`config.mk`:
```
export PLATFORM = sky130hd
export DESIGN_NAME = tpl_trig
export DESIGN_NICKNAME = d
export VERILOG_FILES = /design/src/rtl/core/assert_macros.svh /design/src/rtl/core/tpl_pkg.sv /design/src/rtl/core/tpl_trig.sv
export SDC_FILE = /design/constraint.sdc
export NUM_CORES = 2
export LEC_CHECK = 0
export ABC_AREA = 0
export BUFFER_PORTS_ARGS = -buffer_cell sky130_fd_sc_hd__buf_4
export CAP_MARGIN = 20
export CORE_ASPECT_RATIO = 0.7
export CORE_UTILIZATION = 66
export DETAILED_ROUTE_END_ITERATION = 7
export HOLD_SLACK_MARGIN = 0.02
export PLACE_DENSITY = 0.88
export SYNTH_ARGS = -nofsm -noshare
export SYNTH_HDL_FRONTEND = slang
export SYNTH_SLANG_ARGS = --single-unit
export TNS_END_PERCENT = 30
```
`constraint.sdc`:
```
create_clock -name clk -period 17.22 [get_ports clk]
set_input_delay 0.861 -clock clk [delete_from_list [all_inputs] [get_ports clk]]
set_output_delay 0.861 -clock clk [all_outputs]
set_load 0.05 [all_outputs]
```
`src/rtl/core/assert_macros.svh`:
```
// assertion macros used by the top-level rtl file
`ifndef ASSERT_MACROS_SVH
`define ASSERT_MACROS_SVH
`ifndef NO_ASSERTIONS
// checked property, skipped while reset is high
`define CHK_RST(lbl, clk, rst, prop, msg) \
  lbl: assert property (@(posedge clk) disable iff (rst) prop) else $error(msg);
// checked property with no reset qualifier
`define CHK_ANY(lbl, clk, prop, msg) \
  lbl: assert property (@(posedge clk) prop) else $error(msg);
`else
`define CHK_RST(lbl, clk, rst, prop, msg)
`define CHK_ANY(lbl, clk, prop, msg)
`endif
`endif

```
`src/rtl/core/tpl_pkg.sv`:
```
// shared types and constants of the three phase level block
`default_nettype none
package tpl_pkg;

  localparam int unsigned TRIM_W = 24;
  localparam logic [23:0] QUARTER_TURN = 24'h400000;
  localparam logic [31:0] SQRT3_HALF_Q30 = 32'd929887696;

  // odd sine series coefficients, q30
  localparam logic [31:0] SIN_K1  = 32'd1686629713;
  localparam logic [31:0] SIN_K3  = 32'd693598663;
  localparam logic [31:0] SIN_K5  = 32'd85569306;
  localparam logic [31:0] SIN_K7  = 32'd5026995;
  localparam logic [31:0] SIN_K9  = 32'd172272;
  localparam logic [31:0] SIN_K11 = 32'd3864;

  typedef enum logic {
    REG_TRIM_B = 1'b0,
    REG_TRIM_C = 1'b1
  } reg_idx_t;

  typedef enum logic [1:0] {
    TRIG_IDLE = 2'b01,
    TRIG_RUN  = 2'b10
  } trig_state_t;

  typedef struct packed {
    logic signed [31:0] sin_b;
    logic signed [31:0] cos_b;
    logic signed [31:0] sin_c;
    logic signed [31:0] cos_c;
  } trig_set_t;

endpackage
`default_nettype wire

```
`src/rtl/core/tpl_trig.sv`:
```
// sequential sine/cosine unit for the two trim angles, one shared multiplier
`default_nettype none
module tpl_trig
  import tpl_pkg::*;
#(
  parameter int FRACTION_BITS = 24
) (
  input  wire logic              clk,
  input  wire logic              rst,
  input  wire logic              kick,
  input  wire logic [TRIM_W-1:0] trim_b,
  input  wire logic [TRIM_W-1:0] trim_c,
  output logic                   busy,
  output trig_set_t              trig
);

  localparam int RND_SHIFT = 30 - FRACTION_BITS;
  localparam logic [32:0] ROUND_HALF = 33'((64'd1 << RND_SHIFT) >> 1);
  localparam logic [32:0] ONE_33 = 33'(64'd1 << FRACTION_BITS);
  localparam logic [2:0] LAST_STEP = 3'd6;

  trig_state_t state;
  logic [1:0]  ang_idx;
  logic [2:0]  step;
  logic [31:0] u2;
  logic [31:0] poly;

  logic [23:0] ang;
  logic [22:0] off;
  logic [31:0] u;
  logic [31:0] mul_a;
  logic [31:0] mul_b;
  logic [63:0] prod;
  logic [31:0] coef;
  logic [32:0] rounded;
  logic [32:0] clamped;
  logic [31:0] sval;

  always_comb begin
    ang = ang_idx[1] ? trim_c : trim_b;
    if (ang_idx[0]) begin
      ang = ang + QUARTER_TURN;
    end
    off = ang[22] ? (23'h400000 - {1'b0, ang[21:0]}) : {1'b0, ang[21:0]};
    u = {1'b0, off, 8'b0};
  end

  always_comb begin
    unique case (step)
      3'd1:    coef = SIN_K9;
      3'd2:    coef = SIN_K7;
      3'd3:    coef = SIN_K5;
      3'd4:    coef = SIN_K3;
      3'd5:    coef = SIN_K1;
      default: coef = '0;
    endcase
    mul_a = (step == 3'd0 || step == LAST_STEP) ? u : u2;
    mul_b = (step == 3'd0) ? u : ((step == 3'd1) ? SIN_K11 : poly);
    prod  = 64'(mul_a) * 64'(mul_b);
    rounded = ({1'b0, prod[61:30]} + ROUND_HALF) >> RND_SHIFT;
    clamped = (rounded > ONE_33) ? ONE_33 : rounded;
    sval = ang[23] ? (32'd0 - clamped[31:0]) : clamped[31:0];
  end

  always_ff @(posedge clk) begin
    if (rst) begin
      state   <= TRIG_RUN;
      ang_idx <= '0;
      step    <= '0;
    end else if (kick) begin
      state   <= TRIG_RUN;
      ang_idx <= '0;
      step    <= '0;
    end else if (state == TRIG_RUN) begin
      if (step == LAST_STEP) begin
        step    <= '0;
        ang_idx <= ang_idx + 2'd1;
        if (ang_idx == 2'd3) begin
          state <= TRIG_IDLE;
        end
      end else begin
        step <= step + 3'd1;
      end
    end
  end

  // datapath registers of the series evaluation
  always_ff @(posedge clk) begin
    if (state == TRIG_RUN) begin
      if (step == 3'd0) begin
        u2 <= prod[61:30];
      end else if (step == LAST_STEP) begin
        unique case (ang_idx)
          2'd0: trig.sin_b <= sval;
          2'd1: trig.cos_b <= sval;
          2'd2: trig.sin_c <= sval;
          2'd3: trig.cos_c <= sval;
          default: ;
        endcase
      end else begin
        poly <= coef - prod[61:30];
      end
    end
  end

  assign busy = (state == TRIG_RUN);

endmodule
`default_nettype wire
```
Word-level counts from Yosys, hierarchy flattened
Cells that the tools add are included.
{"block": "op_classes", "n_mul": 1, "add_sub_neg": 7, "order_cmp": 1, "reduce_logical": 12, "eq_ne": 10, "muxes": 10, "bitwise": 2}
{"cell": "31-bit case mux with 5 select lines", "count": 1}
{"cell": "32-bit 2-to-1 mux", "count": 4}
{"cell": "32-bit by 32-bit multiplier with 62-bit output", "count": 1}
{"cell": "24-bit 2-to-1 mux", "count": 2}
{"cell": "32-bit by 6-bit adder with 33-bit output (second input constant)", "count": 1}
{"cell": "32-bit subtractor", "count": 1}
{"cell": "1-bit by 27-bit subtractor with 28-bit output (first input constant)", "count": 1}
{"cell": "27-bit by 25-bit > comparator with 1-bit output (second input constant)", "count": 1}
{"cell": "27-bit 2-to-1 mux", "count": 1}
{"cell": "24-bit by 23-bit adder with 24-bit output (second input constant)", "count": 1}
{"cell": "23-bit 2-to-1 mux", "count": 1}
{"cell": "23-bit by 22-bit subtractor with 23-bit output (first input constant)", "count": 1}
{"cell": "4-bit AND reduction", "count": 4}
{"cell": "3-bit equality test (second input constant)", "count": 3}
{"cell": "2-bit equality test (second input constant)", "count": 3}
{"cell": "3-bit by 2-bit equality test with 1-bit output (second input constant)", "count": 2}
{"cell": "3-bit AND reduction", "count": 2}
{"cell": "2-bit AND reduction", "count": 2}
{"cell": "3-bit by 1-bit adder with 3-bit output (second input constant)", "count": 1}
{"cell": "3-bit by 1-bit equality test with 1-bit output (second input constant)", "count": 1}
{"cell": "3-bit logical NOT", "count": 1}
{"cell": "3-bit 2-to-1 mux", "count": 1}
{"cell": "2-bit by 1-bit adder with 2-bit output (second input constant)", "count": 1}
{"cell": "2-bit by 1-bit equality test with 1-bit output (second input constant)", "count": 1}
{"cell": "other kinds (4)", "count": 5}
{"block": "totals", "input_bits": 51, "word_cells": 52, "output_inout_bits": 129, "reg_bits": 199}

Depth between registers and ports, before layout
{"block": "depth", "ltp_word": 12, "mapped_depth": 53, "depth_no_buf": 46}

Worst setup path after synthesis
Ideal clock, no wire load.
{"block": "synth_timing", "kind": "register -> register", "from": "reg ang_idx[1]", "to": "reg trig[112] (netlist bit), data pin", "required_time_ps": 16937, "period_less_slack_ps": 12802, "n_path_buf": 7, "t_arrival_ps": 12519, "stages_incl_launch_ff": 51, "setup_ps": 283, "path_slack_ps": 4418, "path_cell_list": "dfxtp_1 > clkbuf_1 > buf_2 > mux2i_1 > nand3_1 > or3_1 > or2_2 > nor2_1 > and2_1 > a31oi_1 > xnor2_1 > mux2_2 > clkbuf_1 > nand2_1 > fa_1 > inv_1 > fa_1 > fa_1 > (+15 left out) > nor2_1 > a21boi_0 > or3_1 > and3_1 > buf_4 > inv_1 > nor2_1 > nand4_2 > o311a_1 > nor4b_4 > a41oi_2 > buf_6 > or2_1 > ha_1 > clkbuf_1 > o21a_1 > a2111oi_0 > a211oi_1"}
{"block": "synth_between", "elab_chain_len": 12, "word_cells_on_any_way": 13, "cone_classes": "add/sub: 4; mul: 1; order compare: 1; mux: 7"}
{"element": "start: declaration", "line": "tpl_trig.sv:23", "text": "logic [1:0] ang_idx;"}
{"element": "start signal: assignment", "line": "tpl_trig.sv:77", "text": "ang_idx <= ang_idx + 2'd1;"}
{"element": "24-bit 2-to-1 mux (*)", "line": "tpl_trig.sv:40", "text": "ang = ang_idx[1] ? trim_c : trim_b;"}
{"element": "24-bit by 23-bit adder with 24-bit output", "line": "tpl_trig.sv:42", "text": "ang = ang + QUARTER_TURN;"}
{"element": "24-bit 2-to-1 mux (*)", "line": "tpl_trig.sv:41", "text": "if (ang_idx[0]) begin"}
{"element": "23-bit by 22-bit subtractor with 23-bit output", "line": "tpl_trig.sv:44", "text": "off = ang[22] ? (23'h400000 - {1'b0, ang[21:0]}) : {1'b0, ang[21:0]};"}
{"element": "23-bit 2-to-1 mux (*)", "line": "tpl_trig.sv:44"}
{"element": "32-bit 2-to-1 mux, on equally long branches", "line": "tpl_trig.sv:57, tpl_trig.sv:58"}
{"element": "32-bit by 32-bit multiplier with 62-bit output (*)", "line": "tpl_trig.sv:59", "text": "prod = 64'(mul_a) * 64'(mul_b);"}
{"element": "named net prod[48]", "line": "tpl_trig.sv:33", "text": "logic [63:0] prod;"}
{"element": "32-bit by 6-bit adder with 33-bit output (*)", "line": "tpl_trig.sv:60", "text": "rounded = ({1'b0, prod[61:30]} + ROUND_HALF) >> RND_SHIFT;"}
{"element": "27-bit by 25-bit > comparator with 1-bit output", "line": "tpl_trig.sv:61", "text": "clamped = (rounded > ONE_33) ? ONE_33 : rounded;"}
{"element": "27-bit 2-to-1 mux (*)", "line": "tpl_trig.sv:61"}
{"element": "1-bit by 27-bit subtractor with 28-bit output", "line": "tpl_trig.sv:62", "text": "sval = ang[23] ? (32'd0 - clamped[31:0]) : clamped[31:0];"}
{"element": "32-bit 2-to-1 mux (*)", "line": "tpl_trig.sv:62"}
{"element": "named net sval[16]", "line": "tpl_trig.sv:37", "text": "logic [31:0] sval;"}
{"element": "end: declaration", "line": "tpl_trig.sv:14", "text": "output trig_set_t trig"}
Mark *: on every way through the listed nets, which the timed path passes. The rest lies on a longest branch.
A chain may end at the register's enable or synchronous reset.

Worst setup path after layout
{"block": "layout_timing", "from": "reg ang_idx[1]", "to": "reg trig[114] (netlist bit), data pin"}
{"block": "layout_between", "elab_chain_len": 12, "word_cells_on_any_way": 13, "cone_classes": "add/sub: 4; mul: 1; order compare: 1; mux: 7"}
{"element": "24-bit 2-to-1 mux (*)", "line": "tpl_trig.sv:40"}
{"element": "24-bit by 23-bit adder with 24-bit output", "line": "tpl_trig.sv:42"}
{"element": "24-bit 2-to-1 mux (*)", "line": "tpl_trig.sv:41"}
{"element": "23-bit by 22-bit subtractor with 23-bit output", "line": "tpl_trig.sv:44"}
{"element": "23-bit 2-to-1 mux", "line": "tpl_trig.sv:44"}
{"element": "32-bit 2-to-1 mux, on equally long branches", "line": "tpl_trig.sv:57, tpl_trig.sv:58"}
{"element": "32-bit by 32-bit multiplier with 62-bit output", "line": "tpl_trig.sv:59"}
{"element": "32-bit by 6-bit adder with 33-bit output", "line": "tpl_trig.sv:60"}
{"element": "27-bit by 25-bit > comparator with 1-bit output", "line": "tpl_trig.sv:61"}
{"element": "27-bit 2-to-1 mux", "line": "tpl_trig.sv:61"}
{"element": "1-bit by 27-bit subtractor with 28-bit output", "line": "tpl_trig.sv:62"}
{"element": "32-bit 2-to-1 mux (*)", "line": "tpl_trig.sv:62"}
{"element": "named net sval[18]", "line": "tpl_trig.sv:37"}
Marked as above.

==> out/summary.txt <==
First-pass GRT wire length = 221000 um
Mapped Cells = 4704
Placed Area = 44900 um^2
Share of layout cells above drive strength 1 = 0.0830
P&R area growth vs syn = 6.90%
Starting Density = 0.672
Design area = 45600 um^2
Tmin final = 15.47 ns
Antenna violations before repair = 3
Layout Nets = 5996
Worst Path Required = 17.40 ns
Antenna viol nets, final = 0
CP max-delay cell = a22o_1
Final worst setup slack = 1.75 ns
Async S/R FF share, synth = 0
Post-CTS Hold Fix Bufs = 0
Core area = 63500 um^2
Hold WC Path Type = register to register
Arr. time, crit path = 15.64 ns
Hold depth = 1
Die H = 215 um
#FFs+latches synth = 183
Critical path class = register to register
FF/Latch Area = 5430 um^2
Syn avg cell area = 9.07 um^2
Pre-CTS WS = 2.37 ns
H-tree levels = 4
Clock sink total = 183
Fin Clk Skew = 0.0219 ns
Element type at the critical path end = register
Post-synth EDFFs = 176
Synth warn = 0
Final Hold Vio Count = 0
Area of the multi-input gates = 32800 um^2
Largest net degree at the start of global routing = 51
Top cells by area, synth = fa_1, edfxtp_1, inv_1
Status = finished clean
Post-cts resize count = 0
Row Count = 77
Utilization after layout = 0.718
Total nets after synthesis = 5931
RR Endpoint = trig[114]
Slew HR = 0.156
CP max FO = 50
Clock transition at path regs = 0.09 ns
DRC viols = 0
Main flop type after synthesis = edfxtp_1
Area share of the largest cell type after synthesis = 0.420
Cts bufs inserted = 17
Worst reg2reg setup slack = 1.75 ns
Slowest stage delay, CP = 0.88 ns
CTS tree = yes
CP startpoint kind = register
Setup-failing EPs final = 0
Clock latency at the later pin of the worst-skew pair = 0.46 ns
FF-to-FF path depth = 40
GRT Total Usage = 0.458
Worst hold endpoint = state[1]
Clock root buffer = clkbuf_16
Post-DP HPWL = 117000 um
RSZ-0062 raised after global routing = false
IO Port Bufs = 179
WL/cell = 26.1 um
Avg Vias per Cell = 6.29
Setup TNS = 0 ns
Fmax = 64.7 MHz
DRT iter0 DRCs = 5118
Vias = 35318
Die area = 65700 um^2
Worst r2r src = ang_idx[1]
Final Wtd Congestion = 1.07
Synth Cell Area = 42600 um^2
Slew of the pin with the lowest slew margin = 1.27 ns
Post-synth top area cell = fa_1
Post-Route WL = 146000 um
Top Ports = 180
Clock buffer depth = 2
Seq/Total Area, Yosys = 0.127
Slew Viols, Final = 0
Worst hold start = state[1]
Cell mode on critical path = fa_1
Post-synth cell types = 105
First-pass iteration count of the detailed router = 7
Most frequent cells in the layout = inv_1, fa_1, nand2_1
Total gr overflow = 0
Post-CTS Setup Bufs = 0
MaxCap Viol Count = 0
Filler cell count = 4713
Final worst-path cycle share = 0.898
Commonest non-fill, non-tap cell in the layout = inv_1
Vias in the first global route = 36024
Die W = 306 um
-- critical path, delay by kind of cell, from the launching register on --
kind            cells  cell delay [ns]
fa+ha+maj          11             5.20
flops               1             0.32
compound gates     13             5.34
simple gates        9             2.55
xor+xnor            1             0.26
mux                 1             0.61
buf+inv             5             0.87
-- cell usage after synthesis (all sizes together) (7+ instances only) --
library cell,n
a211oi,27
buf,42
or2,17
a22oi,10
edfxtp,176
nor3,39
inv,943
and4,8
a21o,36
xnor2,80
dfxtp,7
nor4,9
and3,29
o31ai,10
or3,21
a31oi,21
a21oi,112
o211ai,17
nand3,51
and2,48
nor2,573
nor2b,16
ha,281
o22ai,7
a2111oi,7
xor2,29
o21a,21
nand2b,8
mux2,19
fa,895
clkbuf,191
a22o,13
nand4,25
a21boi,11
mux2i,39
nand2,689
o2111ai,12
or4,8
o21ai,84
-- logic make-up (layout without fill, tap and decap cells) --
logic type / count (synthesis) / in the layout / share of synthesized area
other cells: 0 / 3 / 0
fa+ha+maj: 1176 / 1176 / 0.503
compound gates: 441 / 441 / 0.0703
simple gates: 1559 / 1559 / 0.156
flops: 183 / 183 / 0.127
buf+inv: 1178 / 1256 / 0.106
mux: 58 / 58 / 0.0143
xor+xnor: 109 / 109 / 0.0232
-- flip-flops by register name, summed over array words and instances (netlist names) --
name,flops
poly,32
u2,32
trig,112
ang_idx,2
step,3
state,2
-- worst max-delay path by stage --
stage,from,to,cells past startpoint
after floorplan,ang_idx[1],trig[112],50
after global placement,trim_c[1],trig[114],40
after detailed placement,trim_c[1],trig[114],42
after CTS,ang_idx[1],trig[114],42
after global routing,ang_idx[1],trig[18],42
final,ang_idx[1],trig[114],40
-- metal layers --
layer | global-route usage | vias to the layer above | share of wire
met5 | 0 | - | 0.00015
met4 | 0.162 | 2 | 0.043
met3 | 0.201 | 426 | 0.18
met2 | 0.626 | 2945 | 0.40
met1 | 0.647 | 17364 | 0.38
li1 | - | 14581 | -
-- metrics by stage --
step	hold slack, ns	std cells
2_1_floorplan	0.428	4704
3_3_place_gp	0.436	5573
3_5_place_dp	0.452	5574
4_1_cts	0.473	5606
5_1_grt	0.488	5611
6_report	0.468	5614
-- area by class of cell --
type | count | area share
sequential | 183 | 0.119
tap | 829 | 0.0228
clock inverter | 15 | 0.00447
multi-input combinational | 3343 | 0.720
clock buffer | 17 | 0.00933
inverter | 945 | 0.0778
timing repair buffer | 279 | 0.0468
antenna | 3 | 0.000165
Power is left out: the tool's default activity adds up to more than one toggle a clock period on the data nets, which glitch-free logic cannot reach.
